==> src/design/kds_pkg.sv <==
`timescale 1ns / 1ps

package kds_pkg;

  localparam int DIGITS         = 10;
  localparam int KEY_FIFO_DEPTH = 16;

  localparam int COL_W   = $clog2(DIGITS);
  localparam int PTR_W   = $clog2(KEY_FIFO_DEPTH);
  localparam int DIGIT_W = 4;
  localparam int SEG_W   = 8;
  localparam int KEY_W   = 5;
  localparam int CNT_W   = 8;

  localparam logic [SEG_W-1:0] BLANK_SEGMENTS = 8'hff;

  // Configuration register indexes.
  localparam int CFG_IDX_W = 1;
  localparam logic [CFG_IDX_W-1:0] CFG_SCAN_ENABLE   = 1'b0;
  localparam logic [CFG_IDX_W-1:0] CFG_RELEASE_COUNT = 1'b1;
  localparam logic [CNT_W-1:0]     RELEASE_COUNT_RST = 8'd4;

  typedef enum logic [1:0] {
    KIND_TICK  = 2'd0,
    KIND_POP   = 2'd1,
    KIND_WRITE = 2'd2
  } kind_t;

  typedef struct packed {
    logic [1:0]         kind;
    logic               row_n_pressed;
    logic               row_o_pressed;
    logic [DIGIT_W-1:0] write_digit;
    logic [SEG_W-1:0]   write_segments;
  } item_t;

  typedef struct packed {
    logic [DIGIT_W-1:0] digit_select;
    logic [SEG_W-1:0]   segment_drive;
    logic               drive_valid;
    logic [KEY_W-1:0]   key_code;
    logic               key_valid;
  } result_t;

  // Key pushes raised by one scan tick, row N first.
  typedef struct packed {
    logic             push_n;
    logic [KEY_W-1:0] code_n;
    logic             push_o;
    logic [KEY_W-1:0] code_o;
  } push_req_t;

endpackage

==> src/design/kds_scan.sv <==
`timescale 1ns / 1ps

module kds_scan (
  input  logic                          clk,
  input  logic                          rst,
  input  logic                          tick,
  input  logic                          row_n_pressed,
  input  logic                          row_o_pressed,
  input  logic [kds_pkg::CNT_W-1:0]     release_count,
  input  logic                          write_en,
  input  logic [kds_pkg::DIGIT_W-1:0]   write_digit,
  input  logic [kds_pkg::SEG_W-1:0]     write_segments,
  output logic [kds_pkg::DIGIT_W-1:0]   digit_select,
  output logic [kds_pkg::SEG_W-1:0]     segment_drive,
  output kds_pkg::push_req_t            push_req
);

  localparam logic [kds_pkg::COL_W-1:0] LAST_COL = kds_pkg::COL_W'(kds_pkg::DIGITS - 1);

  logic [kds_pkg::COL_W-1:0] scan_position;
  logic [kds_pkg::COL_W-1:0] scan_position_next;
  logic [kds_pkg::SEG_W-1:0] frame_store [kds_pkg::DIGITS];
  logic [kds_pkg::CNT_W-1:0] cnt_n [kds_pkg::DIGITS];
  logic [kds_pkg::CNT_W-1:0] cnt_o [kds_pkg::DIGITS];
  logic [kds_pkg::CNT_W-1:0] cnt_n_next;
  logic [kds_pkg::CNT_W-1:0] cnt_o_next;
  logic [kds_pkg::CNT_W-1:0] load_n;
  logic [kds_pkg::CNT_W-1:0] load_o;
  logic                      write_hit;

  assign digit_select  = kds_pkg::DIGIT_W'(scan_position);
  assign segment_drive = frame_store[scan_position];

  // A press reloads the counter; a key is reported only when its counter had run out.
  always_comb begin
    load_n = row_n_pressed ? release_count : cnt_n[scan_position];
    load_o = row_o_pressed ? release_count : cnt_o[scan_position];
    cnt_n_next = (load_n != '0) ? load_n - 1'b1 : load_n;
    cnt_o_next = (load_o != '0) ? load_o - 1'b1 : load_o;

    push_req.push_n = tick && row_n_pressed && (cnt_n[scan_position] == '0);
    push_req.code_n = kds_pkg::KEY_W'(scan_position);
    push_req.push_o = tick && row_o_pressed && (cnt_o[scan_position] == '0);
    push_req.code_o = kds_pkg::KEY_W'(scan_position) + kds_pkg::KEY_W'(kds_pkg::DIGITS);

    scan_position_next = (scan_position == LAST_COL) ? '0 : scan_position + 1'b1;
    write_hit = write_en &&
                ({1'b0, write_digit} < (kds_pkg::DIGIT_W + 1)'(kds_pkg::DIGITS));
  end

  always_ff @(posedge clk) begin
    if (rst) begin
      scan_position <= '0;
      for (int i = 0; i < kds_pkg::DIGITS; i++) begin
        frame_store[i] <= kds_pkg::BLANK_SEGMENTS;
        cnt_n[i]       <= '0;
        cnt_o[i]       <= '0;
      end
    end else begin
      if (tick) begin
        cnt_n[scan_position] <= cnt_n_next;
        cnt_o[scan_position] <= cnt_o_next;
        scan_position        <= scan_position_next;
      end
      if (write_hit) begin
        frame_store[write_digit[kds_pkg::COL_W-1:0]] <= write_segments;
      end
    end
  end

endmodule

==> src/design/kds_key_fifo.sv <==
`timescale 1ns / 1ps

module kds_key_fifo (
  input  logic                        clk,
  input  logic                        rst,
  input  kds_pkg::push_req_t          push_req,
  input  logic                        pop,
  output logic                        key_valid,
  output logic [kds_pkg::KEY_W-1:0]   key_code
);

  localparam logic [kds_pkg::PTR_W-1:0] LAST_PTR =
    kds_pkg::PTR_W'(kds_pkg::KEY_FIFO_DEPTH - 1);

  logic [kds_pkg::KEY_W-1:0] key_fifo [kds_pkg::KEY_FIFO_DEPTH];
  logic [kds_pkg::PTR_W-1:0] fifo_write_ptr;
  logic [kds_pkg::PTR_W-1:0] fifo_read_ptr;
  logic [kds_pkg::PTR_W-1:0] fifo_write_ptr_next;
  logic [kds_pkg::PTR_W-1:0] wp_inc;
  logic [kds_pkg::PTR_W-1:0] wa;
  logic [kds_pkg::PTR_W-1:0] wa_inc;
  logic                      do_n;
  logic                      do_o;

  function automatic logic [kds_pkg::PTR_W-1:0] ptr_inc(input logic [kds_pkg::PTR_W-1:0] p);
    return (p == LAST_PTR) ? '0 : p + 1'b1;
  endfunction

  // One slot stays empty, so a full ring is one where the next write slot is the read slot.
  // The row O push sees the ring as the row N push left it.
  always_comb begin
    wp_inc = ptr_inc(fifo_write_ptr);
    do_n   = push_req.push_n && (wp_inc != fifo_read_ptr);
    wa     = do_n ? wp_inc : fifo_write_ptr;
    wa_inc = ptr_inc(wa);
    do_o   = push_req.push_o && (wa_inc != fifo_read_ptr);
    fifo_write_ptr_next = do_o ? wa_inc : wa;
  end

  assign key_valid = (fifo_read_ptr != fifo_write_ptr);
  assign key_code  = key_fifo[fifo_read_ptr];

  always_ff @(posedge clk) begin
    if (do_n) begin
      key_fifo[fifo_write_ptr] <= push_req.code_n;
    end
    if (do_o) begin
      key_fifo[wa] <= push_req.code_o;
    end
  end

  always_ff @(posedge clk) begin
    if (rst) begin
      fifo_write_ptr <= '0;
      fifo_read_ptr  <= '0;
    end else begin
      fifo_write_ptr <= fifo_write_ptr_next;
      if (pop && key_valid) begin
        fifo_read_ptr <= ptr_inc(fifo_read_ptr);
      end
    end
  end

endmodule

==> src/design/keypad_display_scanner_top.sv <==
`timescale 1ns / 1ps
// A request waits in the request register; its result is registered once the result
// register is free. Throughput: one request per cycle while results are taken; the two
// registers let a new request enter while a result waits for result_ready.
// Reset (rst, synchronous): scanning off, release count 4, digit 0, all digits blank,
// key counters cleared and the key queue empty.

module keypad_display_scanner_top (
  input  logic                              clk,
  input  logic                              rst,
  input  logic                              item_valid,
  output logic                              item_ready,
  input  kds_pkg::item_t                    item,
  output logic                              result_valid,
  input  logic                              result_ready,
  output kds_pkg::result_t                  result,
  input  logic                              cfg_write,
  input  logic [kds_pkg::CFG_IDX_W-1:0]     cfg_index,
  input  logic [kds_pkg::CNT_W-1:0]         cfg_data
);

  logic                       scan_enable;
  logic [kds_pkg::CNT_W-1:0]  release_count;
  logic                       req_valid;
  kds_pkg::item_t             req;
  logic                       has_result;
  logic                       req_fire;
  logic                       out_free;
  logic                       tick;
  logic                       pop;
  logic                       write_en;
  logic [kds_pkg::DIGIT_W-1:0] digit_select;
  logic [kds_pkg::SEG_W-1:0]  segment_drive;
  logic                       key_valid;
  logic [kds_pkg::KEY_W-1:0]  key_code;
  kds_pkg::push_req_t         push_req;
  kds_pkg::result_t           result_next;

  always_ff @(posedge clk) begin
    if (rst) begin
      scan_enable   <= 1'b0;
      release_count <= kds_pkg::RELEASE_COUNT_RST;
    end else if (cfg_write) begin
      case (cfg_index)
        kds_pkg::CFG_SCAN_ENABLE:   scan_enable   <= cfg_data[0];
        kds_pkg::CFG_RELEASE_COUNT: release_count <= cfg_data;
        default: ;
      endcase
    end
  end

  always_comb begin
    has_result = 1'b0;
    case (kds_pkg::kind_t'(req.kind))
      kds_pkg::KIND_TICK:  has_result = scan_enable;
      kds_pkg::KIND_POP:   has_result = 1'b1;
      kds_pkg::KIND_WRITE: has_result = 1'b0;
      default:             has_result = 1'b0;
    endcase
  end

  // A request with no result retires without waiting on the result register.
  assign out_free   = !result_valid || result_ready;
  assign req_fire   = req_valid && (!has_result || out_free);
  assign item_ready = !req_valid || req_fire;

  assign tick     = req_fire && (req.kind == kds_pkg::KIND_TICK) && scan_enable;
  assign pop      = req_fire && (req.kind == kds_pkg::KIND_POP);
  assign write_en = req_fire && (req.kind == kds_pkg::KIND_WRITE);

  always_ff @(posedge clk) begin
    if (rst) begin
      req_valid <= 1'b0;
    end else if (item_ready) begin
      req_valid <= item_valid;
    end
  end

  always_ff @(posedge clk) begin
    if (item_ready && item_valid) begin
      req <= item;
    end
  end

  kds_scan u_scan (
    .clk            (clk),
    .rst            (rst),
    .tick           (tick),
    .row_n_pressed  (req.row_n_pressed),
    .row_o_pressed  (req.row_o_pressed),
    .release_count  (release_count),
    .write_en       (write_en),
    .write_digit    (req.write_digit),
    .write_segments (req.write_segments),
    .digit_select   (digit_select),
    .segment_drive  (segment_drive),
    .push_req       (push_req)
  );

  kds_key_fifo u_key_fifo (
    .clk       (clk),
    .rst       (rst),
    .push_req  (push_req),
    .pop       (pop),
    .key_valid (key_valid),
    .key_code  (key_code)
  );

  always_comb begin
    result_next = '0;
    if (req.kind == kds_pkg::KIND_TICK) begin
      result_next.digit_select  = digit_select;
      result_next.segment_drive = segment_drive;
      result_next.drive_valid   = 1'b1;
    end else if (key_valid) begin
      result_next.key_code  = key_code;
      result_next.key_valid = 1'b1;
    end
  end

  always_ff @(posedge clk) begin
    if (rst) begin
      result_valid <= 1'b0;
    end else if (req_fire && has_result) begin
      result_valid <= 1'b1;
    end else if (result_ready) begin
      result_valid <= 1'b0;
    end
  end

  always_ff @(posedge clk) begin
    if (req_fire && has_result) begin
      result <= result_next;
    end
  end

endmodule

==> config.mk <==
export PLATFORM = sky130hd
export DESIGN_NAME = keypad_display_scanner_top
export DESIGN_NICKNAME = d
export VERILOG_FILES = /design/src/design/kds_pkg.sv /design/src/design/kds_scan.sv /design/src/design/kds_key_fifo.sv /design/src/design/keypad_display_scanner_top.sv
export SDC_FILE = /design/constraint.sdc
export NUM_CORES = 1
export LEC_CHECK = 0
export BUFFER_PORTS_ARGS = -buffer_cell sky130_fd_sc_hd__buf_2
export CAP_MARGIN = 20
export CORE_UTILIZATION = 25
export DETAILED_ROUTE_END_ITERATION = 7
export GPL_TIMING_DRIVEN = 1
export HOLD_SLACK_MARGIN = 0.12
export SLEW_MARGIN = 20
export SYNTH_ARGS = -nofsm -noshare
export SYNTH_HDL_FRONTEND = slang
export SYNTH_SLANG_ARGS = --single-unit
export TNS_END_PERCENT = 100
==> constraint.sdc <==
create_clock -name clk -period 7.2 [get_ports clk]
set_input_delay 1.08 -clock clk [delete_from_list [all_inputs] [get_ports clk]]
set_output_delay 1.08 -clock clk [all_outputs]
set_load 0.05 [all_outputs]
==> results.cfg, run 1 <==
[status]
status = finished, final reports clean

[placed_design]
port_buffers = 50
dp_slack_ns = 0.729
place_hpwl_um = 39600
gp_congestion = 0.907

[setup_path]
required_ns = 7.42
crit_slowest_cell = dfxtp_2
arrival_ns = 6.75
rr_endpoint = u_key_fifo.key_fifo[15][0]
worstSetupPathType = flop to flop
slowest_delay_ns = 1.00
rrSetupSlack_ns = 0.67
start_kind = flop
worstPathCellList = buf_4 -> mux4_2 -> nand3_1 -> nand3_1 -> or3_1 -> nor3_1 -> nand2_1 -> o21ai_0 -> ha_1 -> buf_4 -> a21oi_1 -> a22oi_1 -> a31o_2 -> nand4_1 -> o211ai_1 -> a2111oi_4 -> or2_2 -> o22ai_1
end_kind = flop
worst-r2r-cell-count = 18
path_max_fanout = 35

[layout]
synthToLayoutAreaGrowth_pct = 15.3
mostFrequentLayoutCells = edfxtp_1, nor2_1, nand2_1
fin_nets = 1720
final_common_cell = edfxtp_1
fillers = 9353
diodes = 0
fin_util_pct = 29.1
drive_gt1_share_pct = 20.5

[clock_network]
htree_levels = 2
clk_pin_slew_worst_paths_ns = 0.07
root_buffer = clkbuf_16
ctsLongestPathBuffers = 3
numCtsBuffers = 51
hold_buffers = 0
cts_setup_buffers = 0
cts_sinks = 526
cts_tree = built
clk_latency_ns = 0.65
ctsResizeCount = 0

[timing]
tightest_slew_ns = 1.10
fmax_mhz = 153
slew_headroom_pct = 26.3
clock-skew-final_ns = 0.0623
hold_viol = 0
period_share_pct = 90.7
finalSetupTns_ns = 0
finalSetupViolations = 0
final.min_clock_period_ns = 6.53
layout_setup_ws_ns = 0.669
slew_violations = 0
rsz0062_at_grt = false

[synth]
yosysWarnings = 0
synth_mux_area_share_pct = 15.5
yosysSeqAreaShare_pct = 66.0
ys.flop_type = edfxtp_1
synth_top_family_by_area = multiplexers
synth.ff_latch_count = 526
yosysUniqueCellTypes = 57
synth_xor_area_share_pct = 2.08
synth_compound_area_share_pct = 2.68
synth-edff-count = 499
synthCells = 1572
synth_fa_ha_area_share_pct = 0.744
synth.avg_cell_area_um2 = 15.0
synth_area_mm2 = 0.0235
synth_simple_gate_area_share_pct = 10.8
async_reset_ff_share_pct = 0

[floorplan]
row_count = 112
fp.dieW_um = 309
core_mm2 = 0.0933
die_h_um = 309
start_util_pct = 25.2
die-area_mm2 = 0.0954
io_pins = 51

[route]
vias = 13967
drtIter0Drc = 1677
drtAntennaViolNets = 0
routed_wl_um = 59600
drt-wirelength-per-cell_um = 20.1
drcViolationCount = 0
dr.pass1.iters = 5
avgViaCountPerCell = 4.70

[global_routing]
grt_remaining_overflow = 0
antenna_found_initial = 0
grt_max_degree = 58
grt_usage_pct = 12.5
grt_pass1_wl_um = 89600
grt_pass1_vias = 14346

[pwr]
leakage_nw = 8.53
ir_worst_vdd_v = 0.000197
powerDensity_mw_per_mm2 = 230

[worst_hold_path]
hp-start = release_count[4]
hp-class = flop to flop
min_path_cells = 2
holdPathEnd = release_count[4]

[job]
max_cap_viol_count = 0
power by group:
| part | total, mW | switching, mW | internal, mW |
|---|---|---|---|
| clock network | 2.66 | 1.19 | 1.47 |
| logic | 0.179 | 0.121 | 0.0575 |
| registers | 3.40 | 0.0244 | 3.37 |
| total | 6.23 | 1.34 | 4.90 |
kinds of logic (layout without fill, tap and decap cells):
group / Yosys count / after routing
AO/OA/AOI/OAI: 92 / 92
XOR/XNOR: 56 / 56
adder cells (fa/ha/maj): 14 / 14
buffers and inverters: 131 / 231
flip-flops: 526 / 526
multiplexers: 186 / 186
other: 1 / 48
AND/OR/NAND/NOR: 566 / 566
worst max-delay path by stage:
stage	startpoint	to	slack (ns)	depth (start not counted)
6_report	flop	u_key_fifo.key_fifo[15][0]	0.67	18
5_1_grt	flop	u_key_fifo.key_fifo[12][0]	0.29	18
4_1_cts	flop	u_key_fifo.key_fifo[15][1]	0.68	18
3_5_place_dp	flop	u_key_fifo.key_fifo[15][4]	0.73	18
3_3_place_gp	flop	u_key_fifo.key_fifo[15][0]	0.74	18
2_1_floorplan	flop	u_key_fifo.key_fifo[0][0]	1.71	22
Yosys cell counts (11+ instances only):
master / instances / area (um^2)
a21oi_1: 21 / 105
dfxtp_1: 27 / 541
and3_1: 11 / 68.8
o21ai_0: 19 / 95.1
nor2_1: 209 / 785
xnor2_1: 14 / 123
nor2b_1: 17 / 106
mux2i_1: 28 / 280
ha_1: 14 / 175
clkbuf_1: 66 / 248
nand3_1: 40 / 200
or2_2: 13 / 81.3
inv_1: 42 / 158
nor3_1: 40 / 200
mux4_2: 140 / 3150
nand2_1: 171 / 642
mux2_2: 18 / 203
or3_1: 13 / 81.3
xor2_1: 42 / 368
and2_1: 18 / 113
edfxtp_1: 499 / 15000
metal layers:
metal	part of all wire [%]	global-route usage, %	up-vias
met4	2.7	4.09	0
met5	0	0	-
met3	7.1	1.92	109
met2	47	20.0	605
li1	-	-	6122
met1	43	17.4	7131
worst max-delay path, delay by kind of cell (launching register included):
kind / cells / cell delay [ns]
simple gates: 7 / 1.98
compound gates: 7 / 1.89
flops: 1 / 1.00
buf+inv: 2 / 0.60
mux: 1 / 0.34
fa+ha+maj: 1 / 0.24
per-stage QoR:
step                      total power, mW  area (um^2)  hold slack (ns)  instances
after global routing                 6.42        27100            0.597       2973
after global placement               3.63        25500            0.548       2877
final                                6.23        27100            0.570       2973
after floorplan                      3.57        23700            0.448       1619
after CTS                            6.29        27100            0.564       2973
after detailed placement             3.64        25500            0.555       2877
state kept, by name, indices dropped and copies added (netlist names), named ones only:
name                       count
release_count                  8
req_valid                      1
result_valid                   1
u_key_fifo.key_fifo           80
result                        19
u_scan.cnt_o                 128
u_scan.digit_select            4
scan_enable                    1
req                           16
u_key_fifo.fifo_read_ptr       4
u_key_fifo.fifo_write_ptr      4
u_scan.cnt_n                 128
u_scan.frame_store           128
final cells by class:
type                    instances  area (um^2)  share of cell area (%)
flip-flops and latches        526        15500                    57.3
inverters                      43          161                   0.595
clock buffers                  64         1330                    4.88
repair buffers                 92          566                    2.08
multi-input cells             962         7660                    28.2
well taps                    1254         1570                    5.78
clock inverters                32          315                    1.16
No activity file was read; power rests on OpenSTA's default activity.
==> run 2, diff against run 1 <==
--- a/config.mk
+++ b/config.mk
@@ -7,10 +7,12 @@
 export LEC_CHECK = 0
 export BUFFER_PORTS_ARGS = -buffer_cell sky130_fd_sc_hd__buf_2
 export CAP_MARGIN = 20
+export CORE_ASPECT_RATIO = 1.25
 export CORE_UTILIZATION = 25
 export DETAILED_ROUTE_END_ITERATION = 7
 export GPL_TIMING_DRIVEN = 1
 export HOLD_SLACK_MARGIN = 0.12
+export SKIP_LAST_GASP = 1
 export SLEW_MARGIN = 20
 export SYNTH_ARGS = -nofsm -noshare
 export SYNTH_HDL_FRONTEND = slang
==> run 2 against run 1 <==
  * Largest cell class unchanged
  * Via count about the same
  * Combinational power about the same
  * Sequential share of layout area down 0.57 points
  * Maximum frequency up 1.4%
  * Core utilization up 0.38 points
  * Count of clock-buffer cells in the layout up 2
  * Design area up 1.0%
  * Critical path depth up 1
  * Sequential cell count unchanged
  * Clock power up 11%
  * Critical path type unchanged
  * Routed wire length up 2.0%
  * Final cell count down 1.2%
==> results.cfg, run 2 (synthesized netlist as in run 1, its figures left out) <==
[setup_path]
required_ns = 7.55
arrival_ns = 6.79
path_max_fanout = 20
end_kind = flop
worstPathCellList = buf_4 -> mux4_2 -> a22oi_1 -> nand3_1 -> or3_1 -> nor3_1 -> buf_4 -> nand2_1 -> o21ai_0 -> ha_1 -> o221ai_1 -> a21oi_1 -> nand2_1 -> a2111oi_0 -> or2_2 -> a211oi_4 -> buf_6 -> nor3_1 -> mux2_2
start_kind = flop
crit_slowest_cell = dfxtp_4
worstSetupPathType = flop to flop
slowest_delay_ns = 0.66

[layout]
regArea_mm2 = 0.0155
diodes = 0
fin_nets = 1734
reg.largest.list = u_scan.cnt_n (128), u_scan.cnt_o (128), u_scan.frame_store (128)
drive_gt1_share_pct = 21.4
mostFrequentLayoutCells = edfxtp_1, nor2_1, nand2_1
layout.cells.non_filler = 2937
fillers = 9139
final_common_cell = edfxtp_1
synthToLayoutAreaGrowth_pct = 16.5
multi_input_area_mm2 = 0.00767

[timing]
slew_violations = 0
fmax_mhz = 155
tightest_slew_ns = 1.11
finalSetupTns_ns = 0
final.min_clock_period_ns = 6.44
hold_viol = 0
clock-skew-final_ns = 0.0583
hold_ws_ns = 0.518
layout_setup_ws_ns = 0.762
rsz0062_at_grt = false
slew_headroom_pct = 26.1
finalSetupViolations = 0
period_share_pct = 89.4

[route]
drtIter0Drc = 1313
drt-wirelength-per-cell_um = 20.7
vias = 13955
drcViolationCount = 0
routed_wl_um = 60800
avgViaCountPerCell = 4.75
dr.pass1.iters = 5
drtAntennaViolNets = 0

[placed_design]
gp_congestion = 0.932
dp_slack_ns = 0.607
port_buffers = 50
dp_cells = 2836
place_hpwl_um = 40400

[floorplan]
core_mm2 = 0.0931
die-area_mm2 = 0.0954
die_h_um = 345
start_util_pct = 25.3
fp.dieW_um = 276
io_pins = 51
row_count = 125

[clock_network]
numCtsBuffers = 56
root_buffer = clkbuf_16
cts_setup_buffers = 0
clk_pin_slew_worst_paths_ns = 0.06
ctsResizeCount = 0
hold_buffers = 0
htree_levels = 2
cts_tree = built
clk_latency_ns = 0.64
cts_sinks = 526
ctsLongestPathBuffers = 3

[pwr]
combPwrFrac_pct = 2.7
power_mw = 6.52
p_int_mw = 5.17
leakage_nw = 8.68
p_sw_share_pct = 20.8
switching_power_mw = 1.36
pwr-share-clk_pct = 45.2
ir_worst_vdd_v = 0.000190
powerDensity_mw_per_mm2 = 238
seqPwrFrac_pct = 52.1

[global_routing]
antenna_found_initial = 0
grt_remaining_overflow = 0
grt_max_degree = 57
grt_usage_pct = 12.6
grt_pass1_vias = 14559
grt_pass1_wl_um = 92000

[status]
status = finished, final reports clean

[job]
max_cap_viol_count = 0

[worst_hold_path]
hp-class = flop to flop
run 2: cell count changes in the layout (fill, tap and decap cells not counted), sizes merged:
cell / change
buf: +9
clkinv: -2
clkinvlp: +1
inv: -2
clkbuf: +2
bufinv: +4
run 2: critical path: cells and delay by family (launching register included):
kind / cells / cell delay [ns]
and+or+nand+nor: 7 / 1.77
muxes: 2 / 0.91
buffers and inverters: 3 / 0.81
DFF: 1 / 0.66
adders and majority gates: 1 / 0.48
AOI/OAI and AO/OA: 6 / 1.48
run 2: final timing paths:
path / slack [ns] / cells past startpoint / startpoint / to
worst max-delay path: 0.76 / 19 / flop / u_key_fifo.key_fifo[6][2]
worst min-delay path: 0.52 / 2 / release_count[7] / release_count[7]
worst max register to register: 0.76 / 19 / flop / u_key_fifo.key_fifo[6][2]
worst min register to register: 0.52 / 2 / release_count[7] / release_count[7]
run 2: area by class of cell:
type,count,share of cell area (%)
Tap cell,1206,5.50
Sequential cell,526,56.7
Clock inverter,33,1.52
Multi-Input combinational cell,962,28.0
Timing Repair Buffer,101,2.40
Clock buffer,66,5.33
Inverter,43,0.589
run 2: per-stage QoR:
stage                     cell area (um^2)  util, %
after floorplan                      23700        -
after global placement               25500     27.4
after detailed placement             25500     27.4
after CTS                            27400     29.4
after global routing                 27400     29.5
final                                27400     29.5
run 2: power by group through the flow:
stage / Sequential, mW / Combinational (mW) / Clock, mW
3_3_place_gp: 3.46 / 0.172 / 0
2_1_floorplan: 3.46 / 0.111 / 0
5_1_grt: 3.40 / 0.193 / 3.09
4_1_cts: 3.40 / 0.176 / 2.99
6_report: 3.40 / 0.179 / 2.95
3_5_place_dp: 3.46 / 0.175 / 0
run 2: layer usage:
metal  routed length, um  vias to the layer above  track usage, %
met1               24300                     7143            15.7
met3                3930                      145            2.31
met5                   0                        -               0
met2               30000                      531            21.5
met4                2530                        0            5.16
li1                    -                     6136               -
==> run 3, diff against run 2 <==
--- a/config.mk
+++ b/config.mk
@@ -8,7 +8,7 @@
 export BUFFER_PORTS_ARGS = -buffer_cell sky130_fd_sc_hd__buf_2
 export CAP_MARGIN = 20
 export CORE_ASPECT_RATIO = 1.25
-export CORE_UTILIZATION = 25
+export CORE_UTILIZATION = 47
 export DETAILED_ROUTE_END_ITERATION = 7
 export GPL_TIMING_DRIVEN = 1
 export HOLD_SLACK_MARGIN = 0.12
==> run 3 against run 2 <==
  * Critical path depth is 2 lower
  * Via count is 0.18% higher
  * Global-route usage is 12 points higher
  * Design area is 3.5% lower
  * First-iteration DRC count is 6.9% lower
  * Worst hold slack worse by 0.013 ns
  * Clock skew is 0.027 ns lower
  * Non-clock buffer count is 4 lower
  * Count of clock-buffer cells in the layout is 12 higher
  * Die area is 47% lower
  * Sequential power hardly changed
  * Largest power group unchanged
  * Highest routed layer unchanged
==> results.cfg, run 3 (synthesized netlist as in run 1, its figures left out) <==
[global_routing]
grt_remaining_overflow = 0
grt_pass1_vias = 14382
grt_max_degree = 58
grt_usage_pct = 24.1
grt_pass1_wl_um = 90500
antenna_found_initial = 1

[layout]
mostFrequentLayoutCells = edfxtp_1, nor2_1, nand2_1
fin_util_pct = 53.5
diodes = 0
regArea_mm2 = 0.0155
reg.largest.list = u_scan.cnt_n (128), u_scan.cnt_o (128), u_scan.frame_store (128)
drive_gt1_share_pct = 20.9
multi_input_area_mm2 = 0.00767
fin_nets = 1726
layout.cells.non_filler = 2377
final_common_cell = edfxtp_1
design_area_mm2 = 0.0264
fillers = 4103
synthToLayoutAreaGrowth_pct = 12.4

[setup_path]
worstSetupPathType = flop to flop
crit_family = simple AND/OR/NAND/NOR gates
worstPathCellList = mux4_2 -> mux4_2 -> or3_1 -> nor3_1 -> buf_4 -> nand2_1 -> o21ai_0 -> ha_1 -> o221ai_1 -> a21oi_1 -> nand2_1 -> a2111oi_0 -> or2_2 -> a211oi_4 -> buf_4 -> nor3_1 -> mux2_2
path_max_fanout = 39
start_kind = flop
crit_slowest_cell = dfxtp_2
slowest_delay_ns = 1.03
arrival_ns = 6.60
end_kind = flop
required_ns = 7.57
critPathBufInv = 2

[timing]
finalSetupViolations = 0
rsz0062_at_grt = false
hold_viol = 0
clock-skew-final_ns = 0.0314
tightest_slew_ns = 1.09
period_share_pct = 86.5
slew_headroom_pct = 27.3
final.min_clock_period_ns = 6.23
finalSetupTns_ns = 0
slew_violations = 0
hold_ws_ns = 0.504
fmax_mhz = 161
layout_setup_ws_ns = 0.972

[placed_design]
dp_slack_ns = 1.00
port_buffers = 50
gp_congestion = 0.907
post_dp_cell_area_mm2 = 0.0248
place_hpwl_um = 39200
dp_cells = 2277

[route]
vias = 13980
routed_wl_um = 59800
drtIter0Drc = 1222
drt-wirelength-per-cell_um = 25.1
drcViolationCount = 0
avgViaCountPerCell = 5.88
drtAntennaViolNets = 0
dr.pass1.iters = 5

[clock_network]
cts_sinks = 526
root_buffer = clkbuf_16
hold_buffers = 0
clk_latency_ns = 0.62
clk_pin_slew_worst_paths_ns = 0.06
numCtsBuffers = 52
ctsResizeCount = 0
htree_levels = 2
cts_setup_buffers = 0
ctsLongestPathBuffers = 3
cts_tree = built

[status]
status = finished, final reports clean

[floorplan]
fp.dieW_um = 202
start_util_pct = 47.6
io_pins = 51
die-area_mm2 = 0.0510
row_count = 91
core_mm2 = 0.0494
die_h_um = 252

[pwr]
power_mw = 6.20
ir_worst_vdd_v = 0.000212
powerDensity_mw_per_mm2 = 234
leakage_nw = 8.55

[job]
max_cap_viol_count = 0

[worst_hold_path]
hp-class = flop to flop
## run 3: worst register-to-register path: stages, from the launching register on
cell       delay [ns]
dfxtp_2          1.03
mux4_2           0.46
mux4_2           0.53
or3_1            0.57
nor3_1           0.24
buf_4            0.22
nand2_1          0.07
o21ai_0          0.18
ha_1             0.24
o221ai_1         0.12
a21oi_1          0.24
nand2_1          0.07
a2111oi_0        0.60
or2_2            0.25
a211oi_4         0.04
buf_4            0.25
nor3_1           0.47
mux2_2           0.39
## run 3: path summary, 6_finish.rpt
path | to | cells past startpoint | start | slack [ns]
max reg2reg | u_key_fifo.key_fifo[6][2] | 17 | flop | 0.97
min | release_count[7] | 2 | release_count[7] | 0.50
min reg2reg | release_count[7] | 2 | release_count[7] | 0.50
max | u_key_fifo.key_fifo[6][2] | 17 | flop | 0.97
## run 3: area by class of cell
cell class,count,share of cell area [%]
flip-flops and latches,526,58.7
multi-input cells,962,29.0
clock buffers,78,5.48
well taps,651,3.08
repair buffers,97,2.38
clock inverters,20,0.700
inverters,43,0.610
## run 3: power by group
| part | leakage [nW] | total [mW] | internal, mW | switching (mW) |
|---|---|---|---|---|
| Clock | 0.787 | 2.62 | 1.44 | 1.18 |
| Sequential | 4.85 | 3.40 | 3.37 | 0.0231 |
| Combinational | 2.92 | 0.182 | 0.0602 | 0.122 |
| Total | 8.55 | 6.20 | 4.88 | 1.32 |
## run 3: layer usage
| layer | vias to the layer above | wire, um | global-route usage [%] |
|---|---|---|---|
| met3 | 124 | 3040 | 3.29 |
| li1 | 6121 | - | - |
| met1 | 7292 | 23500 | 30.3 |
| met4 | 0 | 2070 | 8.83 |
| met5 | - | 0 | 0 |
| met2 | 443 | 31100 | 42.6 |
